--- config.mk ---
export PLATFORM = sky130hd
export DESIGN_NAME = thread_slot_scheduler
export DESIGN_NICKNAME = d
export VERILOG_FILES = /design/src/hw/rtl/tss_pkg.sv /design/src/hw/rtl/tss_slot_store.sv /design/src/hw/rtl/thread_slot_scheduler.sv
export SDC_FILE = /design/constraint.sdc
export NUM_CORES = 1
export LEC_CHECK = 0
export BUFFER_PORTS_ARGS = -buffer_cell sky130_fd_sc_hd__clkbuf_2
export CAP_MARGIN = 25
export CORE_MARGIN = 2
export CORE_UTILIZATION = 45
export DETAILED_ROUTE_END_ITERATION = 8
export PLACE_DENSITY = 0.68
export SYNTH_ARGS = -nofsm -noshare
export SYNTH_HDL_FRONTEND = slang
export SYNTH_SLANG_ARGS = --single-unit
export TNS_END_PERCENT = 30
--- constraint.sdc ---
create_clock -name clk -period 3.61 [get_ports clk]
set_input_delay 0.5415 -clock clk [delete_from_list [all_inputs] [get_ports clk]]
set_output_delay 0.5415 -clock clk [all_outputs]
set_load 0.05 [all_outputs]
--- src/hw/rtl/tss_pkg.sv ---
`timescale 1ns / 1ps

package tss_pkg;

  localparam int unsigned SLOTS_DEFAULT = 16;
  localparam int unsigned ID_W = 16;
  localparam int unsigned STAMP_W = 32;
  localparam int unsigned PRIO_W = 8;

  localparam logic [1:0] KIND_CREATE  = 2'd0;
  localparam logic [1:0] KIND_YIELD   = 2'd1;
  localparam logic [1:0] KIND_DESTROY = 2'd2;
  localparam logic [1:0] KIND_SCHED   = 2'd3;

  localparam logic [1:0] STATUS_OK         = 2'd0;
  localparam logic [1:0] STATUS_FULL       = 2'd1;
  localparam logic [1:0] STATUS_NONE       = 2'd2;
  localparam logic [1:0] STATUS_NO_CURRENT = 2'd3;

  localparam logic [1:0] ALG_FCFS = 2'd0;
  localparam logic [1:0] ALG_RR   = 2'd1;

  typedef struct packed {
    logic [1:0]               kind;
    logic signed [PRIO_W-1:0] priority_req;
    logic [STAMP_W-1:0]       now_time;
  } cmd_t;

  typedef struct packed {
    logic [1:0]      status;
    logic [3:0]      slot;
    logic [ID_W-1:0] thread_id;
  } res_t;

  typedef struct packed {
    logic                     we_entry;
    logic                     we_stamp;
    logic [ID_W-1:0]          id;
    logic signed [PRIO_W-1:0] prio;
    logic [STAMP_W-1:0]       stamp;
  } mem_wr_t;

  typedef struct packed {
    logic [ID_W-1:0]          id;
    logic signed [PRIO_W-1:0] prio;
    logic [STAMP_W-1:0]       stamp;
  } mem_rd_t;

  typedef enum logic [2:0] {
    ST_IDLE,
    ST_FIND,
    ST_READ,
    ST_MODR,
    ST_SCAN,
    ST_DRAIN
  } state_t;

endpackage

--- src/hw/rtl/tss_slot_store.sv ---
`timescale 1ns / 1ps

module tss_slot_store #(
  parameter int unsigned SLOTS  = tss_pkg::SLOTS_DEFAULT,
  parameter int unsigned SLOT_W = (SLOTS > 2) ? $clog2(SLOTS) : 1
) (
  input  logic              clk,
  input  tss_pkg::mem_wr_t  wr,
  input  logic [SLOT_W-1:0] waddr,
  input  logic [SLOT_W-1:0] raddr,
  output tss_pkg::mem_rd_t  rd
);
  import tss_pkg::*;

  logic [ID_W-1:0]          id_mem    [SLOTS];
  logic signed [PRIO_W-1:0] prio_mem  [SLOTS];
  logic [STAMP_W-1:0]       stamp_mem [SLOTS];

  always_ff @(posedge clk) begin
    if (wr.we_entry) begin
      id_mem[waddr]   <= wr.id;
      prio_mem[waddr] <= wr.prio;
    end
    if (wr.we_stamp) begin
      stamp_mem[waddr] <= wr.stamp;
    end
  end

  always_ff @(posedge clk) begin
    rd.id    <= id_mem[raddr];
    rd.prio  <= prio_mem[raddr];
    rd.stamp <= stamp_mem[raddr];
  end

endmodule

--- src/hw/rtl/thread_slot_scheduler.sv ---
`timescale 1ns / 1ps
// Create searches for a free slot (rejected when the table is full). Yield and destroy read
// the current slot (rejected with no current thread). Schedule scans every slot; round robin
// with a current thread first reads its id for the start slot. One command at a time, with the
// next start taken with the result. The scan reads one slot per cycle through a single RAM port.
// Synchronous active-high reset clears the slot map and counters at once, no clear pass.
// Results are a one-cycle done strobe; the receiver cannot stall them.
module thread_slot_scheduler #(
  parameter int unsigned SLOTS  = tss_pkg::SLOTS_DEFAULT,
  parameter int unsigned SLOT_W = (SLOTS > 2) ? $clog2(SLOTS) : 1,
  parameter int unsigned LIVE_W = $clog2(SLOTS + 1)
) (
  input  logic          clk,
  input  logic          rst,
  input  logic          start,
  output logic          busy,
  input  tss_pkg::cmd_t cmd,
  output logic          done,
  output tss_pkg::res_t result,
  input  logic          cfg_valid,
  output logic          cfg_ready,
  input  logic [1:0]    cfg_data
);
  import tss_pkg::*;

  // id mod SLOTS by reciprocal multiply, exact for 16-bit ids
  localparam int unsigned MOD_SH = ID_W + SLOT_W;
  localparam longint unsigned MOD_M_L = ((64'd1 << MOD_SH) + SLOTS - 1) / SLOTS;
  localparam logic [ID_W:0] MOD_M = (ID_W + 1)'(MOD_M_L);
  localparam logic [SLOT_W-1:0] LAST = SLOT_W'(SLOTS - 1);

  state_t state, state_next;

  logic [1:0]        alg;
  cmd_t              cmd_q;
  logic [SLOTS-1:0]  slot_used;
  logic [ID_W-1:0]   next_id;
  logic [SLOT_W-1:0] cur_slot;
  logic              cur_valid;
  logic [LIVE_W-1:0] live_count;
  logic [SLOT_W-1:0] cnt;
  logic [SLOT_W-1:0] s_addr;
  logic [SLOT_W-1:0] scan_slot;
  logic              scan_vld;
  logic              best_found;
  logic [SLOT_W-1:0] best_slot;
  logic [STAMP_W-1:0] best_key;
  logic [ID_W-1:0]   best_id;
  logic [ID_W-1:0]   cur_id;
  logic [ID_W-1:0]   tmp_id;
  logic [ID_W-1:0]   mod_q;

  mem_wr_t           mwr;
  mem_rd_t           mrd;
  logic [SLOT_W-1:0] waddr;
  logic [SLOT_W-1:0] raddr;

  logic              accept;
  logic              full;
  logic              slot_free;
  logic              cand;
  logic              better;
  logic [STAMP_W-1:0] cand_key;
  logic              best_found_upd;
  logic [SLOT_W-1:0] best_slot_upd;
  logic [ID_W-1:0]   best_id_upd;
  logic [ID_W-1:0]   cur_id_upd;
  logic [2*ID_W:0]   mod_prod;
  logic [ID_W-1:0]   mod_rem;

  tss_slot_store #(
    .SLOTS  (SLOTS),
    .SLOT_W (SLOT_W)
  ) u_store (
    .clk   (clk),
    .wr    (mwr),
    .waddr (waddr),
    .raddr (raddr),
    .rd    (mrd)
  );

  assign busy      = (state != ST_IDLE);
  assign cfg_ready = 1'b1;
  assign accept    = start && (state == ST_IDLE);
  assign full      = (live_count == LIVE_W'(SLOTS));
  assign slot_free = !slot_used[cnt];

  // shared compare unit: priority mapped so a smaller key is a better slot
  always_comb begin
    if (alg[1]) begin
      cand_key = {{(STAMP_W - PRIO_W){1'b0}}, mrd.prio[PRIO_W-1], ~mrd.prio[PRIO_W-2:0]};
    end else begin
      cand_key = mrd.stamp;
    end
    cand   = scan_vld && slot_used[scan_slot] && !(cur_valid && (scan_slot == cur_slot));
    better = cand && (!best_found || (cand_key < best_key));
    best_found_upd = best_found || cand;
    best_slot_upd  = better ? scan_slot : best_slot;
    best_id_upd    = better ? mrd.id : best_id;
    cur_id_upd     = (scan_vld && (scan_slot == cur_slot)) ? mrd.id : cur_id;
  end

  assign mod_prod = {{(ID_W){1'b0}}, mrd.id} * {{(ID_W){1'b0}}, MOD_M};
  assign mod_rem  = tmp_id - ID_W'(mod_q * ID_W'(SLOTS));

  always_comb begin
    state_next = state;
    case (state)
      ST_IDLE: begin
        if (start) begin
          case (cmd.kind)
            KIND_CREATE:  state_next = full ? ST_IDLE : ST_FIND;
            KIND_YIELD,
            KIND_DESTROY: state_next = cur_valid ? ST_READ : ST_IDLE;
            default:      state_next = (alg == ALG_RR && cur_valid) ? ST_READ : ST_SCAN;
          endcase
        end
      end
      ST_FIND:  state_next = slot_free ? ST_IDLE : ST_FIND;
      ST_READ:  state_next = (cmd_q.kind == KIND_SCHED) ? ST_MODR : ST_IDLE;
      ST_MODR:  state_next = ST_SCAN;
      ST_SCAN:  state_next = (cnt == LAST) ? ST_DRAIN : ST_SCAN;
      ST_DRAIN: state_next = ST_IDLE;
      default:  state_next = ST_IDLE;
    endcase
  end

  always_comb begin
    mwr.we_entry = 1'b0;
    mwr.we_stamp = 1'b0;
    mwr.id       = next_id;
    mwr.prio     = cmd_q.priority_req;
    mwr.stamp    = cmd_q.now_time;
    waddr        = cur_slot;
    raddr        = cur_slot;
    case (state)
      ST_FIND: begin
        waddr = cnt;
        if (slot_free) begin
          mwr.we_entry = 1'b1;
          mwr.we_stamp = 1'b1;
          mwr.stamp    = '0;
        end
      end
      ST_READ: begin
        if (cmd_q.kind == KIND_YIELD && alg != ALG_FCFS) begin
          mwr.we_stamp = 1'b1;
        end
      end
      ST_SCAN: raddr = s_addr;
      default: raddr = cur_slot;
    endcase
  end

  always_ff @(posedge clk) begin
    if (rst) begin
      state      <= ST_IDLE;
      alg        <= ALG_FCFS;
      slot_used  <= '0;
      next_id    <= ID_W'(1);
      cur_slot   <= '0;
      cur_valid  <= 1'b0;
      live_count <= '0;
      done       <= 1'b0;
      scan_vld   <= 1'b0;
      best_found <= 1'b0;
    end else begin
      state    <= state_next;
      done     <= 1'b0;
      scan_vld <= 1'b0;
      if (cfg_valid && cfg_ready) begin
        alg <= cfg_data;
      end
      case (state)
        ST_IDLE: begin
          if (accept) begin
            cmd_q      <= cmd;
            cnt        <= '0;
            s_addr     <= '0;
            best_found <= 1'b0;
            if (cmd.kind == KIND_CREATE && full) begin
              done          <= 1'b1;
              result.status <= STATUS_FULL;
              result.slot   <= '0;
              result.thread_id <= '0;
            end
            if ((cmd.kind == KIND_YIELD || cmd.kind == KIND_DESTROY) && !cur_valid) begin
              done          <= 1'b1;
              result.status <= STATUS_NO_CURRENT;
              result.slot   <= '0;
              result.thread_id <= '0;
            end
          end
        end
        ST_FIND: begin
          if (slot_free) begin
            slot_used[cnt] <= 1'b1;
            next_id        <= next_id + ID_W'(1);
            live_count     <= live_count + LIVE_W'(1);
            done           <= 1'b1;
            result.status  <= STATUS_OK;
            result.slot    <= 4'(cnt);
            result.thread_id <= next_id;
          end else begin
            cnt <= cnt + SLOT_W'(1);
          end
        end
        ST_READ: begin
          tmp_id <= mrd.id;
          mod_q  <= ID_W'(mod_prod >> MOD_SH);
          if (cmd_q.kind != KIND_SCHED) begin
            done          <= 1'b1;
            result.status <= STATUS_OK;
            result.slot   <= 4'(cur_slot);
            result.thread_id <= mrd.id;
            if (cmd_q.kind == KIND_DESTROY) begin
              slot_used[cur_slot] <= 1'b0;
              cur_valid <= 1'b0;
              if (live_count != '0) begin
                live_count <= live_count - LIVE_W'(1);
              end
            end
          end
        end
        ST_MODR: begin
          s_addr <= SLOT_W'(mod_rem);
        end
        ST_SCAN: begin
          scan_vld   <= 1'b1;
          scan_slot  <= s_addr;
          s_addr     <= (s_addr == LAST) ? '0 : s_addr + SLOT_W'(1);
          cnt        <= cnt + SLOT_W'(1);
          best_found <= best_found_upd;
          best_slot  <= best_slot_upd;
          best_key   <= better ? cand_key : best_key;
          best_id    <= best_id_upd;
          cur_id     <= cur_id_upd;
        end
        ST_DRAIN: begin
          done <= 1'b1;
          if (best_found_upd) begin
            cur_slot      <= best_slot_upd;
            cur_valid     <= 1'b1;
            result.status <= STATUS_OK;
            result.slot   <= 4'(best_slot_upd);
            result.thread_id <= best_id_upd;
          end else if (cur_valid && slot_used[cur_slot]) begin
            result.status <= STATUS_OK;
            result.slot   <= 4'(cur_slot);
            result.thread_id <= cur_id_upd;
          end else begin
            result.status <= STATUS_NONE;
            result.slot   <= '0;
            result.thread_id <= '0;
          end
        end
        default: begin
          cnt <= cnt;
        end
      endcase
    end
  end

endmodule
**Word level (Yosys, flattened, before mapping)**

Memory sizes are Yosys's and may differ from the RTL's. A register that Yosys moved wholly into a read port is not among the register bits.
Index checks and enable logic that the tools add are counted.

- Add/subtract/negate cells: 6
- $lt $le $gt $ge: 6
- Equal/unequal tests: 25
- Mux-type cells: 70
- Bitwise operators: 6
- Reduce and logical (&&, ||, !) cells: 44

Operator list:

| cell | count |
|---|---|
| 22-bit 2-to-1 mux | 7 |
| 32-bit 2-to-1 mux | 3 |
| 22-bit case mux with 4 select lines | 1 |
| 16-bit 2-to-1 mux | 5 |
| 32-bit < comparator | 1 |
| 16-bit case mux with 2 select lines | 1 |
| 1-bit 2-to-1 mux | 24 |
| 4-bit 2-to-1 mux | 6 |
| 4-bit case mux with 3 select lines | 2 |
| 5-bit 2-to-1 mux | 4 |
| 2-bit != test, second input constant | 9 |
| 16-bit by 1-bit adder with 16-bit output, second input constant | 1 |
| 16-bit AND | 1 |
| 16-bit inverter | 1 |
| 16-bit bitwise OR | 1 |
| 4-bit by 5-bit < comparator with 1-bit output, second input constant | 3 |
| 3-bit case mux with 5 select lines | 1 |
| 1-bit logical AND | 13 |
| 1-bit binary-select mux with 4-bit select | 3 |
| 4-bit AND reduction | 3 |
| 5-bit case mux with 2 select lines | 1 |
| 2-bit AND reduction | 5 |
| 3-bit AND reduction | 3 |
| 3-bit nonzero test | 3 |
| 32 further kinds | 55 |

- Register bits after elaboration: 198
- Memory bits (writable): 896
- Input bits: 48
- Output and inout bits: 25
- Logic and storage cells: 184
- Memories: 3

Memories:

| memory | words | width | rd ports | clocked after memory_dff | write ports | RTL line | source |
|---|---|---|---|---|---|---|---|
| u_store.stamp_mem | 16 | 32 | 1 | 1 | 1 | tss_slot_store.sv:17 | `logic [STAMP_W-1:0] stamp_mem [SLOTS];` |
| u_store.id_mem | 16 | 16 | 1 | 1 | 1 | tss_slot_store.sv:15 | `logic [ID_W-1:0] id_mem [SLOTS];` |
| u_store.prio_mem | 16 | 8 | 1 | 1 | 1 | tss_slot_store.sv:16 | `logic signed [PRIO_W-1:0] prio_mem [SLOTS];` |

**Longest topological paths before layout**

Gate-level depths: netlist of the first run.

- Word-level depth: 9
- Depth in mapped cells: 13
- Mapped depth without buffers: 10

**Modules after synthesis**

A second synthesis of the first run with hierarchy kept.

- Cells, all modules: 2395
- Area, all modules: 44951.9 um^2

By module, submodules not included:

| module | instances | cells an instance | area an instance (um^2) | seq. area each (um^2) |
|---|---|---|---|---|
| tss_slot_store | 1 | 1470 | 34775.9 | 28026.9 |
| thread_slot_scheduler | 1 | 925 | 10176.0 | 5445.2 |

**Worst setup path before layout of the first run**

Ideal clock, no wire load.

- Path type: register to register
- Start point: register cnt[0]
- End point: register result[0] (netlist bit) (enable)
- Setup time: 0.442 ns
- Arrival time: 3.551 ns
- Data required time: 3.168 ns
- Slack: -0.383 ns
- Cell stages (with the launch flop): 7
- Buffers on the path: 1
- Clock period less this slack: 3.993 ns
- Cell sequence: edfxtp_1 buf_4 mux4_2 mux4_2 nand2_1 nand2_1 a311oi_1

- Cells in the longest elaborated chain, start to end: 4

Ends and longest elaborated chain:

| item | RTL line | source |
|---|---|---|
| start, declared | thread_slot_scheduler.sv:41 | `logic [SLOT_W-1:0] cnt;` |
| start signal, assigned | thread_slot_scheduler.sv:205 | `cnt <= cnt + SLOT_W'(1);` |
| start signal, assigned | thread_slot_scheduler.sv:232 | `cnt <= cnt + SLOT_W'(1);` |
| start signal, assigned | thread_slot_scheduler.sv:258 | `cnt <= cnt;` |
| 1-bit binary-select mux with 4-bit select | thread_slot_scheduler.sv:86 | `assign slot_free = !slot_used[cnt];` |
| 1-bit 2-to-1 mux (not written as such) | thread_slot_scheduler.sv:86 |  |
| 2-bit != test (no source line) | n/a |  |
| 6-bit AND reduction (no source line) | n/a |  |
| end, declared | thread_slot_scheduler.sv:19 | `output tss_pkg::res_t result,` |

Every way passes these cells. The select of a mux whose other input is x is not followed.
A chain may end at the register's enable or synchronous reset.

**Worst setup path in the final report of the first run**

- Start point: register alg[1]
- End point: register result[9] (netlist bit), data pin

- Cells in the longest elaborated chain, start to end: 7

Ends and longest elaborated chain:

| item | RTL line | source |
|---|---|---|
| start, declared | thread_slot_scheduler.sv:34 | `logic [1:0] alg;` |
| start signal, assigned | thread_slot_scheduler.sv:172 | `alg <= cfg_data;` |
| 32-bit 2-to-1 mux | thread_slot_scheduler.sv:90 | `if (alg[1]) begin` |
| net cand_key[23] | thread_slot_scheduler.sv:63 | `logic [STAMP_W-1:0] cand_key;` |
| 32-bit < comparator | thread_slot_scheduler.sv:96 | `better = cand && (!best_found \|\| (cand_key < best_key));` |
| 1-bit logical OR | thread_slot_scheduler.sv:96 |  |
| 1-bit logical AND | thread_slot_scheduler.sv:96 |  |
| 16-bit 2-to-1 mux | thread_slot_scheduler.sv:99 | `best_id_upd = better ? mrd.id : best_id;` |
| 22-bit 2-to-1 mux | thread_slot_scheduler.sv:241 | `if (best_found_upd) begin` |
| 22-bit case mux with 4 select lines | thread_slot_scheduler.sv:174 | `case (state)` |

The timed path passes the listed nets, and every way through them passes these cells.

==> results of run 1 <==
layout by cell type (no fill, tap or decap), types with 6 or more instances in the layout:
| master | instances |
|---|---|
| bufinv_16 | 16 |
| clkinv_2 | 19 |
| buf_12 | 64 |
| xnor2_1 | 13 |
| clkinv_1 | 28 |
| a211oi_1 | 285 |
| clkbuf_2 | 71 |
| buf_4 | 83 |
| nand2_1 | 487 |
| mux2i_1 | 27 |
| nor2b_1 | 58 |
| nor2_4 | 34 |
| xor2_1 | 9 |
| dlygate4sd3_1 | 25 |
| a22o_1 | 6 |
| edfxtp_1 | 1044 |
| inv_1 | 73 |
| mux2_2 | 19 |
| nand4_1 | 8 |
| clkbuf_16 | 113 |
| and2_0 | 11 |
| nand3_1 | 14 |
| a21oi_1 | 160 |
| and2_1 | 216 |
| a21o_1 | 9 |
| nor2_1 | 52 |
| mux4_2 | 10 |
| a31oi_1 | 119 |
| a221o_1 | 20 |
| ha_1 | 42 |
| a311oi_1 | 114 |
| o21ai_0 | 40 |
| clkbuf_1 | 20 |
| nand2b_1 | 15 |
| a22oi_1 | 16 |
| nor3_1 | 13 |
| or3_1 | 7 |
| dfxtp_1 | 105 |
layout make-up:
| class | instances | share of cell area [%] |
|---|---|---|
| diodes | 2 | 0.00932 |
| clock buffers | 135 | 5.46 |
| clock inverters | 76 | 1.54 |
| inverters | 73 | 0.510 |
| multi-input cells | 1865 | 22.2 |
| flip-flops and latches | 1150 | 62.3 |
| well taps | 1368 | 3.19 |
| repair buffers | 244 | 4.70 |
per-layer routing:
layer	wire (um)	GRT usage [%]
met1	45600	26.9
met2	54200	34.3
met3	5810	2.90
met4	3060	6.63
met5	0	0
critical path, delay by kind of cell, from the launching register on:
family,cells,cell delay [ns]
flip-flops,1,0.46
AND/OR/NAND/NOR,5,1.12
adder cells (fa/ha/maj),1,0.33
AO/OA/AOI/OAI,3,0.83
buffers and inverters,2,0.35
final timing paths:
check	start	end	slack [ns]
worst max-delay path	alg[1]$_SDFFE_PP0P_	result[9]$_DFFE_PP_	0.22
worst min-delay path	cmd[9]	cmd_q[9]$_DFFE_PP_	0.04
worst max register to register	alg[1]$_SDFFE_PP0P_	result[9]$_DFFE_PP_	0.22
worst min register to register	u_store.rd[43]$_DFF_P_	tmp_id[3]$_DFFE_PP_	0.52
metrics by stage:
stage          instance area, um2  hold WS, ns  std cells
2_1_floorplan               46300        0.468       3319
3_3_place_gp                49600        0.504       4668
3_5_place_dp                49600        0.511       4669
4_1_cts                     53600    0.0000219       4905
5_1_grt                     53700       0.0105       4911
6_report                    53700       0.0435       4913
sequential cells by signal, indices dropped and copies added, names as in the netlist, 5 cells and up:
register	cells
cur_id	16
u_store.stamp_mem	512
best_key	32
u_store.prio_mem	128
result	22
live_count	5
u_store.rd	56
next_id	16
u_store.id_mem	256
best_id	16
cmd_q	42
slot_used	16
report_power, final:
part / leakage, nW / total [W] / switching, W / internal, W
clock network: 1.83 / 0.0118 / 0.00491 / 0.00693
registers: 10.4 / 0.0148 / 0.000118 / 0.0146
logic: 5.49 / 0.00103 / 0.000695 / 0.000338
total: 17.7 / 0.0276 / 0.00572 / 0.0219
kinds of logic after synthesis:
logic type | Yosys count
xor+xnor | 22
mux | 65
compound gates | 797
buf+inv | 304
other cells | 1
simple gates | 937
fa+ha+maj | 43
flops | 1150
repair_timing:
action                                  4_1_cts  5_1_grt
gates resized for setup                       0        1
endpoints found under the setup margin        0       20
hold endpoints to repair                     25        0
hold buffers                                 25        0
==> results.cfg, run 1 <==
[drt]
drt_iter0_drc = 2528
wire_per_inst_um = 22.1
dr.pass1.iters = 5
routed_wl_um = 109000
vias_per_cell = 5.70
antenna_left = 0
vias = 28000
drt_drc_violations_left = 0

[run]
max_cap_violations = 0

[worst_setup_path]
crit_path_top_delay_cell = or4_1
worstPathArrival_ns = 3.83
path_cells = nor2b_1 -> ha_1 -> nand4_1 -> or4_1 -> o22a_1 -> a21oi_1 -> nor4b_4 -> buf_4 -> and2_1 -> buf_12 -> a221o_1
cp_data_required_time_ns = 4.05
path_class = reg2reg
max_stage_delay_ns = 0.60
crit_path_end_kind = flip-flop
r2r_cells = 11
cp_max_fo = 20
cp-start-kind = flip-flop

[yosys]
yosys-top-cells-count = edfxtp_1 (1044), nand2_1 (487), a211oi_1 (285)
synth.distinct_cells = 64
synth_xor_area_share_pct = 0.416
synth-edff-count = 1044
synthAdderAreaFrac_pct = 1.18
synth_area_mm2 = 0.0463
yosysWarningCount = 0
yosysMostFrequentCell = edfxtp_1
yosysSeqAreaShare_pct = 72.3
yosys.area_share.simple_pct = 9.61
synth_top_family_by_area = compound AO/OA/AOI/OAI gates
synthTopCellsByArea = edfxtp_1 (68%), a211oi_1 (4.6%), dfxtp_1 (4.6%)
async_flop_share_pct = 0
synth.area.mux_share_pct = 1.84
synth_top_cell_by_area = edfxtp_1
synth_fp_nets = 3410
synth_compound_area_share_pct = 12.0
avgSynthCellArea_um2 = 14.0
synth_cells = 3319
synth_top_area_share_pct = 67.7
ys.flop_type = edfxtp_1
ys_seq_elements = 1150

[grt]
gr-total-overflow = 0
grt_pass1_wl_um = 164000
grt_util_all_layers_pct = 20.2
grt_pass1_vias = 27400
antenna_found_initial = 3
grt_max_degree = 93

[sta]
tns_ns = 0
period_needed_ns = 3.39
fin_ws_ns = 0.221
slew_violations = 0
finalClockSkew_ns = 0.0421
final-setup-viol-count = 0
worstMarginPinSlew_ns = 1.02
fmax_mhz = 295
rsz0062_at_grt = no
finalHoldViolations = 0
slew_headroom_pct = 31.7
finalCritPeriodShare_pct = 93.9

[cts]
insertion_delay_ns = 0.71
post_cts_buffers = 0
clock-sinks = 1150
cts_buffers = 112
cts_tree = yes
clk_pin_slew_ns = 0.06
clk_path_buf_depth = 3
htree_num_levels = 3
cts-root-buf = clkbuf_16

[floorplanning]
num_rows = 117
die_w_um = 325
coreArea_mm2 = 0.102
die_y_um = 325
initial_utilization_pct = 45.5
io_pins = 73
die_area_mm2 = 0.106

[placed_design]
hpwl_um = 62600
port_buffers = 71
pre_cts_slack_ns = 0.136
gp_congestion = 0.834

[final_layout]
syn_to_final_growth_pct = 15.9
fillerInstances = 8305
drive_gt1_share_pct = 13.2
multi_input_area_mm2 = 0.0119
seq_area_mm2 = 0.0335
fin_nets = 3537
final_util_pct = 52.7

[run_status]
status = finished, final reports clean

[pwr]
power_w = 0.0276
ir_drop_mv = 0.418
p_leak_nw = 17.7
powerDensity_mw_per_mm2 = 515

[min_path]
min_path_type = in2reg
whs_path_depth = 1
No activity file was read; power rests on OpenSTA's default activity.
==> run 2, diff against run 1 <==
- BUFFER_PORTS_ARGS: -buffer_cell sky130_fd_sc_hd__clkbuf_2 -> -buffer_cell sky130_fd_sc_hd__buf_2
==> run 2 against run 1 <==
  * Sequential share of layout area shrank 0.10 points
  * Utilization rose by 0.085 points
  * Critical path depth grew 1
  * Total power increased by 0.47%
  * Final cell count about the same
==> results.cfg, run 2 (same netlist as run 1, synthesis figures left out) <==
[run_status]
status = finished, final reports clean

[floorplanning]
die_y_um = 325
coreArea_mm2 = 0.102
die_area_mm2 = 0.106
die_w_um = 325
initial_utilization_pct = 45.5
io_pins = 73
num_rows = 117

[worst_setup_path]
path_delay_family = simple AND/OR/NAND/NOR gates
cp_data_required_time_ns = 4.04
r2r_cells = 12
cp_max_fo = 20
worstPathArrival_ns = 3.80
crit_path_end_kind = flip-flop
crit_path_top_delay_cell = or4_1
cp-start-kind = flip-flop
worst-path-stages = 12
path_class = reg2reg
max_stage_delay_ns = 0.59
cpMostUsedCell = buf_12
worst-path-buf-inv = 3
path_cells = buf_12 -> nor2b_1 -> ha_1 -> nand4_1 -> or4_1 -> o22a_1 -> a21oi_1 -> nor4b_4 -> buf_4 -> and2_1 -> buf_12 -> a221o_1

[grt]
antenna_found_initial = 3
grt_max_degree = 97
grt_pass1_wl_um = 165000
gr-total-overflow = 0
grt_util_all_layers_pct = 20.3
grt_pass1_vias = 27100

[drt]
routed_wl_um = 109000
antenna_left = 0
drt_drc_violations_left = 0
vias_per_cell = 5.69
dr.pass1.iters = 6
wire_per_inst_um = 22.2
vias = 27900
drt_iter0_drc = 2600

[cts]
cts_tree = yes
insertion_delay_ns = 0.69
post_cts_buffers = 0
cts_buffers = 114
cts-root-buf = clkbuf_16
cts_resized = 0
clk_path_buf_depth = 3
clk_pin_slew_ns = 0.06
htree_num_levels = 3
clock-sinks = 1150
postCtsHoldBufs = 19

[final_layout]
syn_to_final_growth_pct = 16.1
final_cell_mix = edfxtp_1 (1044), nand2_1 (487), a211oi_1 (285)
largestRegisters = u_store.stamp_mem (512), u_store.id_mem (256), u_store.prio_mem (128)
multi_input_area_mm2 = 0.0119
fillerInstances = 8287
final_cell_count_no_fill = 4909
largest-register = u_store.stamp_mem
fin_nets = 3532
seq_area_mm2 = 0.0335
n_antenna_cell = 0
drive_gt1_share_pct = 13.6
largest_reg_flops = 512
layout_commonest_cell = edfxtp_1

[sta]
fin_ws_ns = 0.244
finalCritPeriodShare_pct = 93.2
tns_ns = 0
finalHoldViolations = 0
hold_slack_ns = 0.0334
period_needed_ns = 3.37
slew_headroom_pct = 25.8
fmax_mhz = 297
worstMarginPinSlew_ns = 1.11
final-setup-viol-count = 0
finalClockSkew_ns = 0.0273
slew_violations = 0
rsz0062_at_grt = no

[pwr]
ir_drop_mv = 0.432
power_w = 0.0278
p_leak_nw = 17.7
powerDensity_mw_per_mm2 = 516

[run]
max_cap_violations = 0

[placed_design]
place_inst = 4672
hpwl_um = 63700
gp_congestion = 0.860
port_buffers = 71
pre_cts_slack_ns = 0.238

[min_path]
min_path_type = in2reg
whs_path_depth = 1
## run 2: changes by cell type in the layout (fill, tap and decap cells not counted), moves of 3 or more
cell,previous run,this run
clkbuf_2,71,0
clkinv_2,19,28
clkbuf_8,2,5
clkinv_4,4,7
clkbuf_16,113,117
buf_4,83,76
bufinv_16,16,13
buf_2,0,71
clkinv_1,28,16
buf_12,64,70
dlygate4sd3_1,25,19
## run 2: path summary, 6_finish.rpt
| path | start | end | slack, ns |
|---|---|---|---|
| setup reg to reg | alg[1]$_SDFFE_PP0P_ | result[10]$_DFFE_PP_ | 0.24 |
| hold / removal | cmd[1] | cmd_q[1]$_DFFE_PP_ | 0.03 |
| setup / recovery | alg[1]$_SDFFE_PP0P_ | result[10]$_DFFE_PP_ | 0.24 |
| hold reg to reg | slot_used[9]$_SDFFE_PP0P_ | slot_used[9]$_SDFFE_PP0P_ | 0.52 |
## run 2: metal layers
metal	wire (um)	track usage (%)	vias up
met5	0	0	-
met3	6170	2.73	179
met1	45600	27.1	14000
li1	-	-	12900
met4	3170	6.37	0
met2	54000	34.5	889
## run 2: through the flow
stage,instance area [um2],utilization (%)
after floorplan,46300,-
after global placement,49700,48.8
after detailed placement,49700,48.8
after CTS,53800,52.8
after global routing,53800,52.8
final,53800,52.8
## run 2: area by class of cell
cell class	count	area share, %
clock buffer	142	5.71
clock inverter	74	1.44
tap	1368	3.18
inverter	73	0.510
multi-input combinational	1865	22.2
sequential	1150	62.2
timing repair buffer	237	4.70
## run 2: report_power, final
part	leakage [nW]	total (W)	internal, W	switching [W]
combinational	5.46	0.00104	0.000336	0.000699
sequential	10.4	0.0148	0.0146	0.000114
clock	1.88	0.0120	0.00699	0.00498
total	17.7	0.0278	0.0220	0.00580
